`config.mk`:
```
export PLATFORM = sky130hd
export DESIGN_NAME = tul_addr
export DESIGN_NICKNAME = d
export VERILOG_FILES = /design/src/hw/rtl/tul_pkg.sv /design/src/hw/rtl/tul_addr.sv
export SDC_FILE = /design/constraint.sdc
export NUM_CORES = 1
export LEC_CHECK = 0
export BUFFER_PORTS_ARGS = -buffer_cell sky130_fd_sc_hd__buf_2
export CORE_UTILIZATION = 48
export DETAILED_ROUTE_END_ITERATION = 10
export PLACE_DENSITY_LB_ADDON = 0.3
export SYNTH_ARGS = -nofsm -noshare
export SYNTH_HDL_FRONTEND = slang
export SYNTH_SLANG_ARGS = --single-unit
export TNS_END_PERCENT = 5
```
`constraint.sdc`:
```
create_clock -name vclk -period 5.4
set_clock_uncertainty 0.05 [all_clocks]
set_input_delay 0.54 -clock vclk [all_inputs]
set_output_delay 0.54 -clock vclk [all_outputs]
set_load 0.005 [all_outputs]
```
`src/hw/rtl/tul_pkg.sv`:
```
// shared types, constants and a helper function of the texture unswizzle lookup unit
package tul_pkg;

  // default largest texture side, as log2 of pixels
  localparam int MAX_SIDE_LOG2_DEF = 8;

  // palette geometry
  localparam int PALETTE_ENTRIES = 256;
  localparam int PAL_ADDR_W      = 8;

  // data words and intermediate address arithmetic
  localparam int WORD_W  = 32;
  localparam int CALC_W  = 32;
  localparam int COORD_W = 8;
  localparam int WIDX_W  = 16;
  localparam int LOG2_W  = 4;

  // configuration port
  localparam int CFG_IDX_W  = 2;
  localparam int CFG_DATA_W = 4;
  localparam logic [CFG_IDX_W-1:0] CFG_WIDTH_LOG2  = 2'd0;
  localparam logic [CFG_IDX_W-1:0] CFG_HEIGHT_LOG2 = 2'd1;
  localparam logic [CFG_IDX_W-1:0] CFG_PALETTED    = 2'd2;

  // command codes carried on the input tuser
  localparam int CMD_W = 2;
  localparam logic [CMD_W-1:0] CMD_PAL_WR = 2'd0;
  localparam logic [CMD_W-1:0] CMD_TEX_WR = 2'd1;
  localparam logic [CMD_W-1:0] CMD_READ   = 2'd2;

  // read sequencer states
  typedef enum logic [1:0] {
    ST_IDLE,
    ST_TEX,
    ST_PAL
  } state_t;

  // place the bits of a coordinate on the even bit positions
  function automatic logic [2*COORD_W-1:0] spread_bits(input logic [COORD_W-1:0] v);
    logic [2*COORD_W-1:0] r;
    r = '0;
    for (int b = 0; b < COORD_W; b++) begin
      r[2*b] = v[b];
    end
    return r;
  endfunction

endpackage

```
`src/hw/rtl/tul_addr.sv`:
```
// z-order source address and range check for one linear pixel
module tul_addr #(
  parameter int MAX_SIDE_LOG2 = tul_pkg::MAX_SIDE_LOG2_DEF
) (
  input  logic [tul_pkg::LOG2_W-1:0]  width_log2,
  input  logic [tul_pkg::LOG2_W-1:0]  height_log2,
  input  logic [tul_pkg::COORD_W-1:0] pixel_x,
  input  logic [tul_pkg::COORD_W-1:0] pixel_y,
  output logic [2*MAX_SIDE_LOG2-1:0]  addr,
  output logic                        out_of_range
);

  localparam int CW = tul_pkg::CALC_W;
  localparam logic [tul_pkg::LOG2_W-1:0] SideMax = tul_pkg::LOG2_W'(MAX_SIDE_LOG2);

  logic [tul_pkg::LOG2_W-1:0] wl;
  logic [tul_pkg::LOG2_W-1:0] hl;
  logic [tul_pkg::LOG2_W:0]   hl1;
  logic [CW-1:0]              xw;
  logic [CW-1:0]              yw;
  logic [CW-1:0]              wmask;
  logic [CW-1:0]              xmask;
  logic [CW-1:0]              sx;
  logic [CW-1:0]              sy;
  logic [CW-1:0]              sum;

  // saturate the side sizes to the store geometry
  assign wl  = (width_log2 > SideMax) ? SideMax : width_log2;
  assign hl  = (height_log2 > SideMax) ? SideMax : height_log2;
  assign hl1 = {1'b0, hl} + 5'd1;

  assign xw    = CW'(pixel_x);
  assign yw    = CW'(pixel_y);
  assign wmask = (CW'(1) << wl) - CW'(1);
  assign xmask = (CW'(1) << hl1) - CW'(1);

  // range check against the texture sides
  assign out_of_range = (xw >= (CW'(1) << wl)) || (yw >= (CW'(1) << hl));

  // rows: y bits on odd positions, plus one square tile per band of width rows
  assign sy = (CW'(tul_pkg::spread_bits(pixel_y & wmask[tul_pkg::COORD_W-1:0])) << 1)
            + ((yw >> wl) << {wl, 1'b0});

  // columns: x bits on even positions, plus one tile per band of 2*height columns
  assign sx = CW'(tul_pkg::spread_bits(pixel_x & xmask[tul_pkg::COORD_W-1:0]))
            + ((xw >> hl1) << {hl, 1'b1});

  assign sum  = sx + sy;
  assign addr = sum[2*MAX_SIDE_LOG2-1:0];

endmodule

```
==> flow_summary.rst, run 1 <==
.. list-table::
   :header-rows: 1

   * - Metric
     - Value
   * - Relative contribution of combinational cells to total power
     - 100.0%
   * - Layout sequential cell count
     - 0
   * - CTS-repair resized insts
     - 0
   * - Number of remaining DRC errors
     - 0
   * - Leftover overflow at the end of global routing
     - 0
   * - Post-DP HPWL
     - 5908 µm
   * - DIE AREA
     - between 6000 and 7000 µm²
   * - I/O pins
     - 41
   * - Synthesized cell area
     - around 2800 µm²
   * - Largest family of logic cells by synthesized area
     - simple AND/OR/NAND/NOR gates
   * - Post-route minimum period
     - about 4.9 ns
   * - Diodes inserted
     - 0
   * - Pin count of the biggest net entering global routing
     - 30
   * - Setup Viol. Count Final
     - 0
   * - Critical path type
     - primary input to output pin
   * - Critical path cell sequence
     - buf_2, inv_2, or3_1, o221a_4, mux2i_4, nand2_1, fa_1, inv_1, ha_1, a211oi_1, o21ai_0, a31oi_1, nor4_1, a211o_1, buf_2
   * - Iteration-0 DRC Markers
     - 363
   * - Number of vias in the routed layout
     - around 2800
   * - Run status
     - finished clean
   * - Max-slew violation count
     - 0
   * - Simple-gate share of the synthesized area
     - a little over a quarter
   * - Total power density per cell area
     - 85.20 nW/µm²
   * - Layout fillers
     - between 500 and 600
   * - Share of power burned in registers
     - 0%
   * - Cell repeated most along the worst path
     - buf_2
   * - Most instantiated cells after synthesis
     - nand2_1, ha_1, inv_1
   * - Fraction of power consumed by the clock network
     - 0%
   * - Routed wire length per instance
     - roughly 15 µm
   * - Clk_buf instances
     - 0
   * - Highest attainable clock frequency
     - around 200 MHz
   * - Switching power
     - about 0.14 mW
   * - Row count
     - 27
   * - First-pass GRT wire length
     - between 10000 and 15000 µm
   * - Maximum cell stage delay along the critical path
     - ~0.56 ns
   * - Library cell with the highest instance count after synthesis
     - nand2_1
   * - Count of different cell masters after synthesis
     - 63
   * - Critical path fanouts, max
     - 22
   * - Max-slew headroom
     - 59.79%
   * - Buffers inserted by post-CTS timing repair
     - 0
   * - Routed wire length
     - about 7300 µm
   * - Required time worst endpoint
     - approximately 4.8 ns
   * - Final weighted congestion in routability-driven placement
     - around 0.98
   * - Yosys warning count
     - 0
   * - Footprint of the flip-flops and latches
     - 0 µm²
   * - Total Power
     - approximately 0.25 mW
   * - Synth Area per Inst
     - roughly 7.2 µm²
   * - Max Cap Violations
     - 0
   * - Cell internal pwr
     - about 0.11 mW
   * - Net count reported at finish
     - between 400 and 500
   * - Worst EP arrival
     - 4.30 ns
   * - Effective utilization at floorplan
     - roughly half
   * - Portion of the post-synthesis area used by sequential elements
     - 0%
   * - Antenna violations before repair
     - 0
   * - Peak ir drop on the vdd network
     - 0.05019 mV
   * - Switching part of the total
     - 57.40%
   * - All-layer global routing usage
     - roughly 24%
   * - Overall die height
     - slightly below 80 µm
   * - Core area
     - around 5500 µm²
   * - Via count of the first global-routing pass
     - around 2500
   * - Sort of element at the end of the critical path
     - output pin
   * - Share of final-layout standard cells stronger than drive strength 1
     - approximately 16%
   * - Final period util
     - between 90% and 100%
   * - Post-Route Setup TNS
     - 0 ns
   * - Hold Fails Final Rpt
     - 0
   * - Count of hold buffers inserted by post-cts repair
     - 0
   * - Share of cell area taken by muxes after synthesis
     - approximately 8.2%
   * - Xor and xnor area share after synthesis
     - between 4 and 5%
   * - Cell type with the largest total area after synthesis
     - ha_1
   * - Router iterations before antenna repair
     - 5
   * - Unrepaired setup endpoints after global routing
     - no
   * - Slew of the pin with the lowest slew margin
     - around 0.6 ns
   * - Startpoint Class
     - primary input
   * - Number of routed nets with antenna violations
     - 0
   * - Vias per cell
     - around 5.9
   * - Class of the tightest hold or removal check
     - primary input to output pin
   * - Width of the die
     - between 70 and 80 µm
   * - Static Leak
     - 1.427 nW
   * - Number of port buffers
     - 41
   * - Cell type of the slowest stage on the worst timing path
     - fa_1
   * - Area Overhead vs Synth
     - 6.642%
   * - Post-synthesis adder-cell area fraction
     - 25.76%
   * - Largest cells by area after synthesis
     - ha_1, fa_1, nand2_1
   * - Synthesized instance count
     - between 300 and 400
   * - Area fraction of the dominant cell type after synthesis
     - 14.91%
   * - Compound-gate portion of the synthesized area
     - around a quarter
-- final cells by class --
type	count	area [µm²]	area share (%)
repair buffers	41	205.2	6.949
multi-input cells	331	2526	85.55
inverters	35	131.4	4.449
well taps	72	90.09	3.051
-- critical path, delay by kind of cell --
kind,cells,cell delay [ns]
simple gates,3,0.61
fa+ha+maj,2,0.86
buf+inv,4,0.69
compound gates,5,1.41
mux,1,0.18
-- layer usage --
| layer | vias up | wire [µm] | global-route usage (%) | share of wire [%] |
|---|---|---|---|---|
| met5 | - | 0 | 0 | 0 |
| met4 | 0 | 120 | 3.333 | 1.6 |
| met3 | 8 | 375 | 0.1176 | 5.1 |
| met2 | 119 | 3289 | 39.56 | 45 |
| met1 | 1291 | 3503 | 36.27 | 48 |
| li1 | 1406 | - | - | - |
-- cell families (layout without fill, tap and decap cells) --
kind of cell               Yosys count  after routing
and+or+nand+nor                    150            150
xor gates and xnor gates            14             14
adders and majority gates           48             48
muxes                               18             18
other                                1              2
AOI/OAI and AO/OA                   99             99
buffers and inverters               53             76
-- path summary, 6_finish.rpt --
check  endpoint  slack [ns]          start  cells past startpoint
min     addr[0]        1.33     pixel_x[0]                      3
max    addr[14]        0.51  width_log2[0]                     15
-- power groups by stage --
stage | logic (mW) | clock network, mW | registers [mW]
floorplan | 0.180 | 0 | 0
global placement | 0.246 | 0 | 0
detailed placement | 0.248 | 0 | 0
CTS | 0.250 | 0 | 0
global route | 0.282 | 0 | 0
finish | 0.252 | 0 | 0
-- layout by cell type, fill, tap and decap left out, types with 2 or more instances in the layout --
cell type  count
ha_1          33
conb_1         2
nor2_1        32
or2_2          2
a31oi_1        4
mux2i_4        2
nor3_1         5
mux2i_1       11
a22o_1         2
inv_1         33
o21a_1         5
inv_2          2
nand2_1       48
mux2_2         3
o32ai_1        2
nand3_1       11
nand2b_1      11
o21bai_1       2
and2_1         3
nand2b_2       2
a21oi_1       18
xor2_1         4
fa_1          15
o22ai_1        3
buf_2         41
a21o_1        12
o2111ai_1      3
and3_1         4
o31ai_1        3
nor4_1         4
nand3b_1       4
xnor2_1       10
or3_1          5
a211o_1        2
nor2b_1       12
o21ai_0       23
a211oi_1       8
-- stage by stage --
stage / util [%] / cells / area (µm²) / setup slack (ns) / hold WS, ns
final: 53.30 / 479 / 2953 / 0.5091 / 1.328
after global routing: 53.30 / 479 / 2953 / 0.2801 / 1.348
after CTS: 53.30 / 479 / 2953 / 0.5558 / 1.331
after detailed placement: 53.30 / 479 / 2953 / 0.5696 / 1.331
after global placement: 53.30 / 479 / 2953 / 0.6766 / 1.325
after floorplan: - / 384 / 2773 / 1.089 / 1.222
Note: power is estimated with default switching activity, not from simulation.
==> inputs of run 2 (changes only) <==
- CORE_UTILIZATION: 48 -> 55
==> flow_summary.rst, run 2 (synthesis results as in run 1) <==
.. list-table::
   :header-rows: 1

   * - Metric
     - Value
   * - Pin count of the biggest net entering global routing
     - 30 (unchanged)
   * - Run status
     - finished clean (unchanged)
   * - Required time worst endpoint
     - 4.81 ns (about the same)
   * - Critical path fanouts, max
     - 22 (unchanged)
   * - Buffers inserted by post-CTS timing repair
     - 0 (unchanged)
   * - I/O pins
     - 41 (unchanged)
   * - CTS-repair resized insts
     - 0 (unchanged)
   * - Effective utilization at floorplan
     - 57.86% (was 49.98%)
   * - Count of hold buffers inserted by post-cts repair
     - 0 (unchanged)
   * - Clk_buf instances
     - 0 (unchanged)
   * - Final worst setup slack
     - 0.4359 ns (was 0.5091 ns)
   * - Iteration-0 DRC Markers
     - 278 (was 363)
   * - Critical path type
     - primary input to output pin (unchanged)
   * - Startpoint Class
     - primary input (unchanged)
   * - Final period util
     - 91.93% (was 90.57%)
   * - Number of port buffers
     - 41 (unchanged)
   * - First-pass GRT wire length
     - 12240 µm (was 11940 µm)
   * - Leftover overflow at the end of global routing
     - 0 (unchanged)
   * - Post-DP HPWL
     - 6083 µm (was 5908 µm)
   * - Footprint of the flip-flops and latches
     - 0 µm² (unchanged)
   * - Overall die height
     - 72.96 µm (was 77.95 µm)
   * - Sort of element at the end of the critical path
     - output pin (unchanged)
   * - Hold Fails Final Rpt
     - 0 (unchanged)
   * - All-layer global routing usage
     - 29.16% (was 24.18%)
   * - Static Leak
     - 1.427 nW (unchanged)
   * - Setup Viol. Count Final
     - 0 (unchanged)
   * - Max-slew violation count
     - 0 (unchanged)
   * - Worst path top cell family by delay
     - compound AO/OA/AOI/OAI gates (unchanged)
   * - WL met1
     - 3401 µm (was 3503 µm)
   * - Width of the die
     - 72.96 µm (was 77.95 µm)
   * - Number of routed nets with antenna violations
     - 0 (unchanged)
   * - Via count of the first global-routing pass
     - 2547 (was 2493)
   * - Antenna violations before repair
     - 0 (unchanged)
   * - WHS
     - 1.330 ns (was 1.328 ns)
   * - Row count
     - 25 (was 27)
   * - Area Overhead vs Synth
     - 6.417% (was 6.642%)
   * - Max-slew headroom
     - 55.22% (was 59.79%)
   * - Max Cap Violations
     - 0 (unchanged)
   * - Router iterations before antenna repair
     - 5 (unchanged)
   * - Peak ir drop on the vdd network
     - 0.05109 mV (was 0.05019 mV)
   * - Top library cells by usage in the layout, fill and taps aside
     - nand2_1, buf_2, inv_1, ha_1, nor2_1 (unchanged)
   * - Class of the tightest hold or removal check
     - primary input to output pin (unchanged)
   * - Maximum cell stage delay along the critical path
     - 0.56 ns (about the same)
   * - Unrepaired setup endpoints after global routing
     - no (unchanged)
   * - Uppermost layer routed
     - met4 (unchanged)
   * - Net count reported at finish
     - 481 (unchanged)
   * - Number of buffers and inverters on the critical path
     - 4 (unchanged)
   * - Number of vias in the routed layout
     - 2853 (was 2824)
   * - Diodes inserted
     - 0 (unchanged)
   * - Final weighted congestion in routability-driven placement
     - 1.042 (was 0.9753)
   * - Routed wire length per instance
     - 15.58 µm (was 15.22 µm)
   * - Total Power
     - 0.2521 mW (was 0.2516 mW)
   * - Post-Route Setup TNS
     - 0 ns (unchanged)
   * - Pre-CTS worst setup slack
     - 0.5286 ns (was 0.5696 ns)
   * - Share of final-layout standard cells stronger than drive strength 1
     - 15.72% (unchanged)
   * - Total power density per cell area
     - 85.55 nW/µm² (was 85.20 nW/µm²)
   * - Number of remaining DRC errors
     - 0 (unchanged)
   * - Worst EP arrival
     - 4.37 ns (was 4.30 ns)
   * - Core area
     - 4786 µm² (was 5540 µm²)
   * - Routed wire length
     - 7385 µm (was 7288 µm)
   * - Cell repeated most along the worst path
     - buf_2 (unchanged)
   * - Post-route minimum period
     - 4.964 ns (was 4.891 ns)
   * - Layout sequential cell count
     - 0 (unchanged)
   * - Critical path cell sequence
     - buf_2, inv_2, or3_1, o221a_4, mux2i_4, nand2_1, fa_1, inv_1, ha_1, a211oi_1, o21ai_0, a31oi_1, nor4_1, a211o_1, buf_2 (unchanged)
   * - Most common cell after layout, fill and taps aside
     - nand2_1 (unchanged)
   * - Cell type of the slowest stage on the worst timing path
     - fa_1 (unchanged)
   * - Vias per cell
     - 6.019 (was 5.896)
   * - Highest attainable clock frequency
     - 201.4 MHz (was 204.5 MHz)
   * - DIE AREA
     - 5322 µm² (was 6076 µm²)
   * - Detailed-routed wire length on met3
     - 416 µm (was 375 µm)
   * - Met2 wire length
     - 3393 µm (was 3289 µm)
   * - Slew of the pin with the lowest slew margin
     - 0.6656 ns (was 0.5977 ns)
-- run 2: cell counts in the layout (fill, tap and decap cells not counted) --
Identical to the previous run, type by type.
-- run 2: power by group --
group	switching, mW	internal (mW)	leakage, nW
sequential	0	0	0
combinational	0.145	0.108	1.43
clock	0	0	0
total	0.145	0.108	1.43
-- run 2: worst paths after layout --
check / end / slack (ns) / cells after the start / startpoint
setup / recovery: addr[14] / 0.44 / 15 / width_log2[0]
hold / removal: addr[0] / 1.33 / 3 / pixel_x[0]
-- run 2: metal layers --
layer / vias up / track usage, %
met3: 12 / 1.243
met4: 0 / 7.190
met2: 107 / 49.12
met1: 1332 / 41.08
li1: 1402 / -
met5: - / 0
-- run 2: layout make-up --
cell class	count	area [µm²]
Timing Repair Buffer	41	205.2
Inverter	35	131.4
Multi-Input combinational cell	331	2526
Fill cell	465	1839
Tap cell	67	83.83
-- run 2: tightest hold or removal path, cell delays in order --
cell   delay, ns
buf_2       0.09
ha_1        0.11
buf_2       0.10
-- run 2: per-stage QoR --
stage | util (%) | instances | cell area, µm²
6_report | 61.57 | 474 | 2947
5_1_grt | 61.57 | 474 | 2947
4_1_cts | 61.57 | 474 | 2947
3_5_place_dp | 61.57 | 474 | 2947
3_3_place_gp | 61.57 | 474 | 2947
2_1_floorplan | - | 384 | 2773
